### config.mk
export PLATFORM = sky130hd
export DESIGN_NAME = nec_ir_frame_transmitter_top_flat
export DESIGN_NICKNAME = d
export VERILOG_FILES = /design/src/rtl/nectx_pkg.sv /design/src/rtl/nectx_channels.sv /design/src/rtl/nec_ir_frame_transmitter_top.sv /design/src/flat_wrapper.sv
export SDC_FILE = /design/constraint.sdc
export NUM_CORES = 1
export LEC_CHECK = 0
export ABC_AREA = 1
export BUFFER_PORTS_ARGS = -buffer_cell sky130_fd_sc_hd__buf_2
export CAP_MARGIN = 5
export CELL_PAD_IN_SITES_DETAIL_PLACEMENT = 1
export CELL_PAD_IN_SITES_GLOBAL_PLACEMENT = 1
export CORE_MARGIN = 2
export CORE_UTILIZATION = 32
export CTS_BUF_LIST = sky130_fd_sc_hd__clkbuf_16
export DETAILED_ROUTE_END_ITERATION = 7
export HOLD_SLACK_MARGIN = 0.1
export PLACE_DENSITY = 0.66
export SLEW_MARGIN = 20
export SYNTH_ARGS = -nofsm -noshare
export SYNTH_HDL_FRONTEND = slang
export SYNTH_SLANG_ARGS = --single-unit
### constraint.sdc
create_clock -name clk -period 5.6 [get_ports clk]
set_clock_uncertainty 0.05 [all_clocks]
set_input_delay 1.12 -clock clk [delete_from_list [all_inputs] [get_ports clk]]
set_output_delay 1.12 -clock clk [all_outputs]
set_load 0.05 [all_outputs]
### src/rtl/nectx_pkg.sv
// Package for the NEC infrared frame transmitter.
// Holds the segment phase type, operation and register codes, and reset values.
// No dependencies.
`default_nettype none

package nectx_pkg;

  localparam int TICKS_W     = 16;
  localparam int BYTE_W      = 8;
  localparam int CFG_DATA_W  = 16;
  localparam int CFG_INDEX_W = 3;
  localparam int WORD_W      = 32;

  typedef enum logic [2:0] {
    PH_IDLE      = 3'd0,
    PH_HDR_MARK  = 3'd1,
    PH_HDR_SPACE = 3'd2,
    PH_BIT_MARK  = 3'd3,
    PH_BIT_SPACE = 3'd4,
    PH_STOP_MARK = 3'd5
  } phase_t;

  typedef enum logic {
    OP_TICK  = 1'b0,
    OP_START = 1'b1
  } op_t;

  typedef enum logic [CFG_INDEX_W-1:0] {
    REG_HEADER_MARK  = 3'd0,
    REG_HEADER_SPACE = 3'd1,
    REG_BIT_MARK     = 3'd2,
    REG_ZERO_SPACE   = 3'd3,
    REG_ONE_SPACE    = 3'd4,
    REG_STOP_MARK    = 3'd5,
    REG_ADDRESS_LOW  = 3'd6,
    REG_ADDRESS_HIGH = 3'd7
  } reg_index_t;

  localparam logic [TICKS_W-1:0] RST_HEADER_MARK  = 16'd692;
  localparam logic [TICKS_W-1:0] RST_HEADER_SPACE = 16'd346;
  localparam logic [TICKS_W-1:0] RST_BIT_MARK     = 16'd43;
  localparam logic [TICKS_W-1:0] RST_ZERO_SPACE   = 16'd43;
  localparam logic [TICKS_W-1:0] RST_ONE_SPACE    = 16'd130;
  localparam logic [TICKS_W-1:0] RST_STOP_MARK    = 16'd130;
  localparam logic [BYTE_W-1:0]  RST_ADDRESS_LOW  = 8'd0;
  localparam logic [BYTE_W-1:0]  RST_ADDRESS_HIGH = 8'd1;

  function automatic logic is_mark(input phase_t ph);
    return (ph == PH_HDR_MARK) || (ph == PH_BIT_MARK) || (ph == PH_STOP_MARK);
  endfunction

endpackage

`default_nettype wire

### src/rtl/nectx_channels.sv
// Valid/ready channel interfaces for the NEC infrared frame transmitter.
// Depends on nectx_pkg for field widths.
`default_nettype none

interface nectx_in_if
  import nectx_pkg::*;
  ();
  logic              valid;
  logic              ready;
  logic              operation;
  logic [BYTE_W-1:0] data_byte;

  modport source (output valid, output operation, output data_byte, input ready);
  modport sink   (input valid, input operation, input data_byte, output ready);
endinterface

interface nectx_out_if;
  logic valid;
  logic ready;
  logic ir_out;
  logic busy_res;
  logic frame_done;

  modport source (output valid, output ir_out, output busy_res, output frame_done,
                  input ready);
  modport sink   (input valid, input ir_out, input busy_res, input frame_done,
                  output ready);
endinterface

`default_nettype wire

### src/rtl/nec_ir_frame_transmitter_top.sv
// NEC infrared frame transmitter: segment sequencer, config registers, result register.
// Depends on nectx_pkg and the channel interfaces in nectx_channels.sv.
//
// Usage:
//   in_ch carries one item per transfer: a carrier half-period tick
//   (operation = OP_TICK) or a frame start request (operation = OP_START)
//   with the command byte. Every item yields exactly one result on out_ch:
//   emitter level, busy flag, and a done flag on the tick ending the stop mark.
//   A start while a frame is in progress is ignored.
//   Timing: the sequencer state updates in the cycle of the input transfer and
//   the result sits in a single output register, valid in the following cycle.
//   One item per cycle is accepted as long as the output register is empty
//   or is being drained in the same cycle.
//   Stall: when out_ch.ready is low with a result waiting, in_ch.ready drops
//   and the sequencer holds until the result is taken.
//   Reset (rst, synchronous): sequencer idle, timing and address registers at
//   their defaults, output register empty.
//   Config: cfg_wr_en/cfg_index/cfg_wr_data write one register per cycle;
//   write only while no frame is running.
`default_nettype none

module nec_ir_frame_transmitter_top
  import nectx_pkg::*;
#(
  parameter int FRAME_BITS       = 32,
  parameter int TICK_COUNT_WIDTH = 16
) (
  input  wire logic                   clk,
  input  wire logic                   rst,
  input  wire logic                   cfg_wr_en,
  input  wire logic [CFG_INDEX_W-1:0] cfg_index,
  input  wire logic [CFG_DATA_W-1:0]  cfg_wr_data,
  nectx_in_if.sink                    in_ch,
  nectx_out_if.source                 out_ch
);

  localparam int BIT_IDX_W = $clog2(FRAME_BITS);
  localparam int CMP_W     = (TICK_COUNT_WIDTH > TICKS_W) ? TICK_COUNT_WIDTH : TICKS_W;
  localparam logic [BIT_IDX_W-1:0] LAST_BIT = BIT_IDX_W'(FRAME_BITS - 1);
  localparam logic [CMP_W-1:0] COUNT_MAX = CMP_W'({TICK_COUNT_WIDTH{1'b1}});

  // configuration registers
  logic [TICKS_W-1:0] header_mark_ticks, header_space_ticks, bit_mark_ticks;
  logic [TICKS_W-1:0] zero_space_ticks, one_space_ticks, stop_mark_ticks;
  logic [BYTE_W-1:0]  address_low, address_high;

  always_ff @(posedge clk) begin
    if (rst) begin
      header_mark_ticks  <= RST_HEADER_MARK;
      header_space_ticks <= RST_HEADER_SPACE;
      bit_mark_ticks     <= RST_BIT_MARK;
      zero_space_ticks   <= RST_ZERO_SPACE;
      one_space_ticks    <= RST_ONE_SPACE;
      stop_mark_ticks    <= RST_STOP_MARK;
      address_low        <= RST_ADDRESS_LOW;
      address_high       <= RST_ADDRESS_HIGH;
    end else if (cfg_wr_en) begin
      unique case (reg_index_t'(cfg_index))
        REG_HEADER_MARK:  header_mark_ticks  <= cfg_wr_data;
        REG_HEADER_SPACE: header_space_ticks <= cfg_wr_data;
        REG_BIT_MARK:     bit_mark_ticks     <= cfg_wr_data;
        REG_ZERO_SPACE:   zero_space_ticks   <= cfg_wr_data;
        REG_ONE_SPACE:    one_space_ticks    <= cfg_wr_data;
        REG_STOP_MARK:    stop_mark_ticks    <= cfg_wr_data;
        REG_ADDRESS_LOW:  address_low        <= cfg_wr_data[BYTE_W-1:0];
        REG_ADDRESS_HIGH: address_high       <= cfg_wr_data[BYTE_W-1:0];
        default: ;
      endcase
    end
  end

  // sequencer state
  phase_t                      phase, phase_next;
  logic [BIT_IDX_W-1:0]        bit_index, bit_index_next;
  logic [TICK_COUNT_WIDTH-1:0] tick_count, tick_count_next;
  logic [FRAME_BITS-1:0]       frame_shift, frame_shift_next;
  logic                        carrier_level, carrier_level_next;
  logic                        done;

  // result register
  logic out_valid, ir_out_q, busy_q, done_q;

  logic accept;
  assign in_ch.ready = !out_valid || out_ch.ready;
  assign accept      = in_ch.valid && in_ch.ready;

  logic [WORD_W-1:0]           frame_word;
  logic [TICKS_W-1:0]          seg_len;
  logic [CMP_W-1:0]            len_sat;
  logic [TICK_COUNT_WIDTH-1:0] count_inc;
  logic                        seg_end;

  always_comb begin
    frame_word = {~in_ch.data_byte, in_ch.data_byte, address_high, address_low};

    unique case (phase)
      PH_HDR_MARK:  seg_len = header_mark_ticks;
      PH_HDR_SPACE: seg_len = header_space_ticks;
      PH_BIT_MARK:  seg_len = bit_mark_ticks;
      PH_BIT_SPACE: seg_len = frame_shift[0] ? one_space_ticks : zero_space_ticks;
      PH_STOP_MARK: seg_len = stop_mark_ticks;
      default:      seg_len = '0;
    endcase

    // saturate the length at the counter range; zero length ends on the first tick
    len_sat   = (CMP_W'(seg_len) > COUNT_MAX) ? COUNT_MAX : CMP_W'(seg_len);
    count_inc = tick_count + 1'b1;
    seg_end   = (count_inc == '0) || (CMP_W'(count_inc) >= len_sat);

    phase_next         = phase;
    bit_index_next     = bit_index;
    tick_count_next    = tick_count;
    frame_shift_next   = frame_shift;
    carrier_level_next = carrier_level;
    done               = 1'b0;

    if (op_t'(in_ch.operation) == OP_START) begin
      if (phase == PH_IDLE) begin
        frame_shift_next   = frame_word[FRAME_BITS-1:0];
        phase_next         = PH_HDR_MARK;
        bit_index_next     = '0;
        tick_count_next    = '0;
        carrier_level_next = 1'b0;
      end
    end else if (phase != PH_IDLE) begin
      carrier_level_next = is_mark(phase) ? ~carrier_level : carrier_level;
      tick_count_next    = count_inc;
      if (seg_end) begin
        tick_count_next = '0;
        if (is_mark(phase)) begin
          carrier_level_next = 1'b0;
        end
        unique case (phase)
          PH_HDR_MARK:  phase_next = PH_HDR_SPACE;
          PH_HDR_SPACE: phase_next = PH_BIT_MARK;
          PH_BIT_MARK:  phase_next = PH_BIT_SPACE;
          PH_BIT_SPACE: begin
            frame_shift_next = frame_shift >> 1;
            if (bit_index == LAST_BIT) begin
              phase_next     = PH_STOP_MARK;
              bit_index_next = '0;
            end else begin
              phase_next     = PH_BIT_MARK;
              bit_index_next = bit_index + 1'b1;
            end
          end
          PH_STOP_MARK: begin
            phase_next = PH_IDLE;
            done       = 1'b1;
          end
          default: phase_next = PH_IDLE;
        endcase
      end
    end
  end

  always_ff @(posedge clk) begin
    if (rst) begin
      phase         <= PH_IDLE;
      bit_index     <= '0;
      tick_count    <= '0;
      frame_shift   <= '0;
      carrier_level <= 1'b0;
    end else if (accept) begin
      phase         <= phase_next;
      bit_index     <= bit_index_next;
      tick_count    <= tick_count_next;
      frame_shift   <= frame_shift_next;
      carrier_level <= carrier_level_next;
    end
  end

  always_ff @(posedge clk) begin
    if (rst) begin
      out_valid <= 1'b0;
    end else if (accept) begin
      out_valid <= 1'b1;
    end else if (out_ch.ready) begin
      out_valid <= 1'b0;
    end
  end

  // hold the payload until the transfer; load only on a new item
  always_ff @(posedge clk) begin
    if (accept) begin
      ir_out_q <= is_mark(phase_next) && carrier_level_next;
      busy_q   <= (phase_next != PH_IDLE);
      done_q   <= done;
    end
  end

  assign out_ch.valid      = out_valid;
  assign out_ch.ir_out     = ir_out_q;
  assign out_ch.busy_res   = busy_q;
  assign out_ch.frame_done = done_q;

endmodule

`default_nettype wire

### src/flat_wrapper.sv
// flat-port wrapper written by rule: the top's interface ports become plain ports
module nec_ir_frame_transmitter_top_flat import nectx_pkg::*;
#(
  parameter int FRAME_BITS       = 32,
  parameter int TICK_COUNT_WIDTH = 16
)
  (clk, rst, cfg_wr_en, cfg_index, cfg_wr_data, in_ch_valid, in_ch_operation, in_ch_data_byte, in_ch_ready, out_ch_valid, out_ch_ir_out, out_ch_busy_res, out_ch_frame_done, out_ch_ready);
  nectx_in_if in_ch_i ();
  nectx_out_if out_ch_i ();
  input  wire logic clk;
  input  wire logic rst;
  input  wire logic cfg_wr_en;
  input  wire logic [CFG_INDEX_W-1:0] cfg_index;
  input  wire logic [CFG_DATA_W-1:0] cfg_wr_data;
  input wire logic [$bits(in_ch_i.valid)-1:0] in_ch_valid;
  input wire logic [$bits(in_ch_i.operation)-1:0] in_ch_operation;
  input wire logic [$bits(in_ch_i.data_byte)-1:0] in_ch_data_byte;
  output wire logic [$bits(in_ch_i.ready)-1:0] in_ch_ready;
  output wire logic [$bits(out_ch_i.valid)-1:0] out_ch_valid;
  output wire logic [$bits(out_ch_i.ir_out)-1:0] out_ch_ir_out;
  output wire logic [$bits(out_ch_i.busy_res)-1:0] out_ch_busy_res;
  output wire logic [$bits(out_ch_i.frame_done)-1:0] out_ch_frame_done;
  input wire logic [$bits(out_ch_i.ready)-1:0] out_ch_ready;
  assign in_ch_i.valid = in_ch_valid;
  assign in_ch_i.operation = in_ch_operation;
  assign in_ch_i.data_byte = in_ch_data_byte;
  assign in_ch_ready = in_ch_i.ready;
  assign out_ch_valid = out_ch_i.valid;
  assign out_ch_ir_out = out_ch_i.ir_out;
  assign out_ch_busy_res = out_ch_i.busy_res;
  assign out_ch_frame_done = out_ch_i.frame_done;
  assign out_ch_i.ready = out_ch_ready;
  nec_ir_frame_transmitter_top #(.FRAME_BITS(FRAME_BITS), .TICK_COUNT_WIDTH(TICK_COUNT_WIDTH)) u_core (.clk(clk), .rst(rst), .cfg_wr_en(cfg_wr_en), .cfg_index(cfg_index), .cfg_wr_data(cfg_wr_data), .in_ch(in_ch_i), .out_ch(out_ch_i));
endmodule
Word level (Yosys, flattened, before mapping)

Cells that the tools add are included.

Bitwise logic cells: 4
Shift operators: 0
$mul: 0
Div/mod/pow operators: 0
Equality and inequality tests: 17
Add/sub/neg operators: 2
Reductions and logical operators: 29
Muxes and demuxes: 33
$lt $le $gt $ge: 2

Operator list:

| operator                                            | number |
|---|---|
| two-way mux 32 bit                                  | 5 |
| two-way mux 16 bit                                  | 6 |
| case mux 16 bit (5 select lines)                    | 1 |
| two-way mux 5 bit                                   | 6 |
| equality test 3 bit, second input constant          | 7 |
| adder 16 x 1 -> 16 bit, second input constant       | 1 |
| greater-or-equal comparator 16 bit                  | 1 |
| > comparator 16 bit, second input constant          | 1 |
| logical NOT 16 bit                                  | 1 |
| AND reduction 2 bit                                 | 8 |
| equality test 3 x 2 -> 1 bit, second input constant | 5 |
| two-way mux 3 bit                                   | 5 |
| case mux 3 bit (4 select lines)                     | 1 |
| equality test 3 x 1 -> 1 bit, second input constant | 3 |
| two-way mux 1 bit                                   | 9 |
| inverter 8 bit                                      | 1 |
| nonzero test 2 bit                                  | 4 |
| logical NOT 3 bit                                   | 2 |
| logical OR 1 bit                                    | 6 |
| nonzero test 3 bit                                  | 2 |
| adder 5 x 1 -> 5 bit, second input constant         | 1 |
| equality test 5 bit, second input constant          | 1 |
| AND reduction 5 bit                                 | 1 |
| inverter 1 bit                                      | 3 |
| 5 further kinds                                     | 6 |

Logic and storage cells: 104
Bits in writable memories: 0
Bits of input ports: 33
Register bits: 173
ROM bits: 0
Output and inout bits: 5
Latch bits: 0
Memories: 0

Logic depth before layout (Yosys ltp)

Depth after elaboration: 13
Gate-level depth with buffers: 24
Depth with buffers taken out: 23

Least setup slack after synthesis

No wires, ideal clock.

Path kind: reg-to-reg
Start: register u_core.phase[2]
End: register u_core.frame_shift[24]
Setup slack: 2.312 ns
Period minus slack after synthesis: 3.288 ns
Cell stages (with the launch flop): 21
Path buffers: 3
Required time: 5.439 ns
Arrival time: 3.127 ns
Library setup time: 0.111 ns
Cells stage by stage: dfxtp_1 > clkbuf_2 > inv_1 > nor3_1 > clkbuf_1 > a221oi_1 > ha_1 > a21o_1 > o21ai_0 > nand2_1 > nand2_1 > nand2_1 > nor2_1 > nand2_4 > nand2_4 > nand2_8 > nand2_4 > inv_8 > buf_12 > nor2_2 > nor2_2

Cells in the longest elaborated chain, start to end: 8
Elaborated cells on any way between the ends: 17
Those cells by class: order compare: 2; eq/ne: 6; mux: 2; reduce/logical: 7

Ends and longest elaborated chain:

| item                                              | RTL line                            | RTL |
|---|---|---|
| start, declared                                   | nec_ir_frame_transmitter_top.sv:73  | `phase_t phase, phase_next;` |
| start signal, assigned                            | nec_ir_frame_transmitter_top.sv:165 | `phase <= phase_next;` |
| equality test 3 bit, or another cell as far along | nec_ir_frame_transmitter_top.sv:96  | `unique case (phase)` |
| case mux 16 bit (5 select lines)                  | nec_ir_frame_transmitter_top.sv:96  |  |
| > comparator 16 bit                               | nec_ir_frame_transmitter_top.sv:106 | `len_sat = (CMP_W'(seg_len) > COUNT_MAX) ? COUNT_MAX : CMP_W'(seg_len);` |
| two-way mux 16 bit                                | nec_ir_frame_transmitter_top.sv:106 |  |
| greater-or-equal comparator 16 bit                | nec_ir_frame_transmitter_top.sv:108 | `seg_end = (count_inc == '0) \|\| (CMP_W'(count_inc) >= len_sat);` |
| logical OR 1 bit                                  | nec_ir_frame_transmitter_top.sv:108 |  |
| nonzero test 2 bit (no line)                      | -                                   |  |
| AND reduction 5 bit (no line) *                   | -                                   |  |
| end signal, assigned                              | nec_ir_frame_transmitter_top.sv:168 | `frame_shift <= frame_shift_next;` |
| end, declared                                     | nec_ir_frame_transmitter_top.sv:76  | `logic [FRAME_BITS-1:0] frame_shift, frame_shift_next;` |

Mark *: on every way between the ends. The rest lies on a longest branch, timed or not.
A chain may end at the register's enable or synchronous reset.

Worst setup path in the final report

Start: register u_core.phase[1]
End: register u_core.frame_shift[19]

The elaborated chain is that of the path after synthesis.

==> impl_results.md <==
* Run status: completed
* Cell at the slowest stage of the critical path: sky130_fd_sc_hd__a221oi_1
* Share of cells above drive strength 1 at 13.9%
* Hold-fix buffer count after cts at 0
* Detail Route Antenna Nets at 0
* Number of failing setup endpoints in the final timing report at 0
* Antenna fix cells at 0
* Upper clock frequency limit at 245 MHz
* Hold path start: u_core.zero_space_ticks[12]
* DP Area at 8920 µm²
* Overall power at 2.95 mW
* Rows at 59
* WS Path Type: flip-flop to flip-flop
* Number of global-route vias before repair at 7,810
* Cell type with the largest total area after synthesis: sky130_fd_sc_hd__dfxtp_1
* Post-CTS resize count at 0
* Share of the core filled with cells at 36.6%
* R2r endpoint: u_core.frame_shift[19]
* Yosys Warn Count at 0
* Maximum fanout count along the critical path at 36
* Post-layout instance area at 9530 µm²
* Post-detail-place hpwl at 16,400 µm
* Number of cells in the finished layout apart from fillers at 1,544
* Register-to-register setup slack at 1.53 ns
* Destination of the critical timing path: u_core.frame_shift[19]
* Share of the clock period used by the worst path at 72.7%
* Syn nets at 1,240
* Count of pins over their slew limit at 0
* Most used flip-flop cell after synthesis: sky130_fd_sc_hd__dfxtp_1
* Max-Slew Margin vs Limit at 44.8%
* Arrival time of the worst setup path at 4.36 ns
* Pin count of the biggest net entering global routing at 89
* Cell type group with the largest total delay on the critical path: simple AND/OR/NAND/NOR gates
* Core region area at 26,100 µm²
* Initial core utilization at 32.5%
* CTS tree: built
* Ordered cell list for the critical path: inv_1, nor3_1, buf_4, inv_1, o221ai_1, a221oi_1, ha_1, nand2_1, inv_1, nor2_1, o21ai_0, a21oi_1, nand2_1, nor2_1, nand2_4, nand2_4, nand2_8, nand2_4, inv_8, nor2_2, nor2_2
* Mean post-synth cell area at 7.14 µm²
* Via count at 7,649
* Total DRC errors in the routed layout at 0
* Yosys top cell area share at 40.2%
* Launch point of the worst reg-to-reg path: u_core.phase[1]
* Total instance count after detailed placement at 1,512
* Stage delay of the slowest cell on the critical path at 0.47 ns
* Leakage at 4.11 nW
* Power Density at 309 nW/µm²
* Launching element of the worst setup path: u_core.phase[1]
* Post-placement worst setup slack at 1.53 ns
* Syn Inst Count at 1,186
* Final hold slack at 0.399 ns
* Last weighted congestion value of the routability-driven placer at 0.784
* Synthesized cell area at 8470 µm²
* CTS Sinks at 173
* Detailed Route Iter0 Violations at 313
* Number of enable-type register cells in the synthesized netlist at 3
* Synth area leaders: sky130_fd_sc_hd__dfxtp_1, sky130_fd_sc_hd__nand2_1, sky130_fd_sc_hd__o21ai_0, sky130_fd_sc_hd__nor2_1, sky130_fd_sc_hd__inv_1
* Port Buf Inserts at 37
* Post-route worst setup slack at 1.53 ns
* CTS buffer count at 17
* Area added between synthesis and finish at 12.6%
* Routed WL per cell at 15.8 µm
* Die outline area at 27,800 µm²
* Share of the yosys chip area belonging to registers at 41.2%
* Total of max-cap violations at 0
* Top cells by instance count after synthesis: sky130_fd_sc_hd__nand2_1, sky130_fd_sc_hd__dfxtp_1, sky130_fd_sc_hd__nor2_1
* Io pins at 38
* Vias per cell at 4.95
* Global route total overflow at 0
* Combined buffer and inverter count along the critical path at 5
* Depth of the worst register-to-register path at 21
* Post-detailed-routing wire length at 24,400 µm
* Async SR Flop Fraction at 0%
* Worst endpoint required time at 5.88 ns
* Buffers from clock root to sink, at most at 2
* Worst Setup End Kind: flip-flop
* Flip-flop and latch count after synthesis at 173
* Category of the worst setup path launch point: flip-flop
* Number of distinct library cell variants in the gate-level netlist after synthesis at 41
* Root buffer cell: sky130_fd_sc_hd__clkbuf_16
* RSZ-0062 raised after global routing: no
* TNS Setup at 0 ns
* Path type of the worst min-delay path: flip-flop to flip-flop
* Worst IR Drop VDD at 0.192 mV
* Cell count along the critical path at 21
* Number of antenna violations at the first check in global routing at 0
* # H-tree levels at 4
* Latest clock arrival within the worst-skew pair at 0.44 ns
* Cell with the most instances after synthesis: sky130_fd_sc_hd__nand2_1
* First-pass GRT wire length at 41,100 µm
* Nets at 1,250
* Least-Margin Pin Slew at 0.828 ns
* Global-route total usage across every layer at 18.1%
* Number of search-and-repair iterations in the first detailed-routing pass at 4
* Filler cells at 3,296
* Die Ht at 167 µm
* Width of the die at 167 µm
* Number of buffers inserted by post-CTS setup repair at 0
* Clk slew on worst S/H paths at 0.08 ns
* Final Hold Fails at 0
* Period minus WS final at 4.07 ns
-- report_power, final --
group          internal, mW  switching (mW)  total, mW
registers              1.29          0.0312       1.32
logic                 0.120           0.271      0.391
clock network         0.648           0.590       1.24
-- worst register-to-register path: stages (launching register included) --
cell,delay (ns)
sky130_fd_sc_hd__dfxtp_1,0.39
sky130_fd_sc_hd__inv_1,0.16
sky130_fd_sc_hd__nor3_1,0.07
sky130_fd_sc_hd__buf_4,0.20
sky130_fd_sc_hd__inv_1,0.32
sky130_fd_sc_hd__o221ai_1,0.19
sky130_fd_sc_hd__a221oi_1,0.47
sky130_fd_sc_hd__ha_1,0.35
sky130_fd_sc_hd__nand2_1,0.07
sky130_fd_sc_hd__inv_1,0.03
sky130_fd_sc_hd__nor2_1,0.08
sky130_fd_sc_hd__o21ai_0,0.08
sky130_fd_sc_hd__a21oi_1,0.14
sky130_fd_sc_hd__nand2_1,0.07
sky130_fd_sc_hd__nor2_1,0.41
sky130_fd_sc_hd__nand2_4,0.14
sky130_fd_sc_hd__nand2_4,0.12
sky130_fd_sc_hd__nand2_8,0.17
sky130_fd_sc_hd__nand2_4,0.17
sky130_fd_sc_hd__inv_8,0.13
sky130_fd_sc_hd__nor2_2,0.14
sky130_fd_sc_hd__nor2_2,0.04
-- flip-flops by register name (all words and copies together) (netlist names) --
register                   flops
u_core.bit_index               5
u_core.header_space_ticks     16
u_core.bit_mark_ticks         16
u_core.one_space_ticks        16
u_core.tick_count             16
u_core.frame_shift            32
u_core.header_mark_ticks      16
u_core.address_high            8
u_core.phase                   3
u_core.out_ch.frame_done       1
u_core.carrier_level           1
u_core.out_ch.ir_out           1
u_core.zero_space_ticks       16
u_core.address_low             8
u_core.out_ch.busy_res         1
u_core.out_ch.valid            1
u_core.stop_mark_ticks        16
-- layout by cell type (no fill, tap or decap), types with 5 or more instances in the layout --
cell type,count
sky130_fd_sc_hd__nand3_1,68
sky130_fd_sc_hd__o21bai_1,7
sky130_fd_sc_hd__a21oi_1,61
sky130_fd_sc_hd__nor2_1,166
sky130_fd_sc_hd__o21ai_0,137
sky130_fd_sc_hd__inv_1,107
sky130_fd_sc_hd__inv_8,5
sky130_fd_sc_hd__mux2i_1,7
sky130_fd_sc_hd__o221ai_1,10
sky130_fd_sc_hd__clkbuf_16,17
sky130_fd_sc_hd__a21boi_0,7
sky130_fd_sc_hd__buf_4,16
sky130_fd_sc_hd__a221oi_1,11
sky130_fd_sc_hd__nor2_2,64
sky130_fd_sc_hd__nor3_1,6
sky130_fd_sc_hd__nand2_1,228
sky130_fd_sc_hd__buf_2,37
sky130_fd_sc_hd__dfxtp_1,170
sky130_fd_sc_hd__ha_1,21
sky130_fd_sc_hd__o211ai_1,12
-- worst min-delay path by stage --
stage	cells after the start	to	slack, ns
2_1_floorplan	2	u_core.zero_space_ticks[10]	0.37
3_3_place_gp	2	u_core.zero_space_ticks[7]	0.38
3_5_place_dp	2	u_core.zero_space_ticks[12]	0.39
4_1_cts	2	u_core.zero_space_ticks[6]	0.40
5_1_grt	2	u_core.header_mark_ticks[13]	0.43
6_report	2	u_core.zero_space_ticks[12]	0.40
-- routing by layer --
| metal | share of wire (%) | track usage, % | vias up |
|---|---|---|---|
| met5 | 0 | 0 | - |
| met4 | 1.1 | 4.42 | 0 |
| met3 | 2.8 | 3.09 | 19 |
| met2 | 45 | 28.7 | 95 |
| met1 | 52 | 25.6 | 3647 |
| li1 | - | - | 3888 |
-- layout make-up --
class / instances / area [µm²] / area share [%]
Multi-Input combinational cell: 840 / 4270 / 44.8
Sequential cell: 173 / 3490 / 36.6
Inverter: 111 / 427 / 4.48
Clock buffer: 17 / 425 / 4.46
Tap cell: 335 / 419 / 4.40
Timing Repair Buffer: 53 / 305 / 3.20
Clock inverter: 15 / 191 / 2.01
-- cell families after synthesis --
family / Yosys count / synth area share, %
adder cells (fa/ha/maj): 21 / 3.10
AND/OR/NAND/NOR: 556 / 29.0
XOR/XNOR: 1 / 0.103
buffers and inverters: 173 / 8.45
flip-flops: 173 / 41.2
multiplexers: 7 / 0.827
AO/OA/AOI/OAI: 255 / 17.2
(Power assumes the default switching activity.)
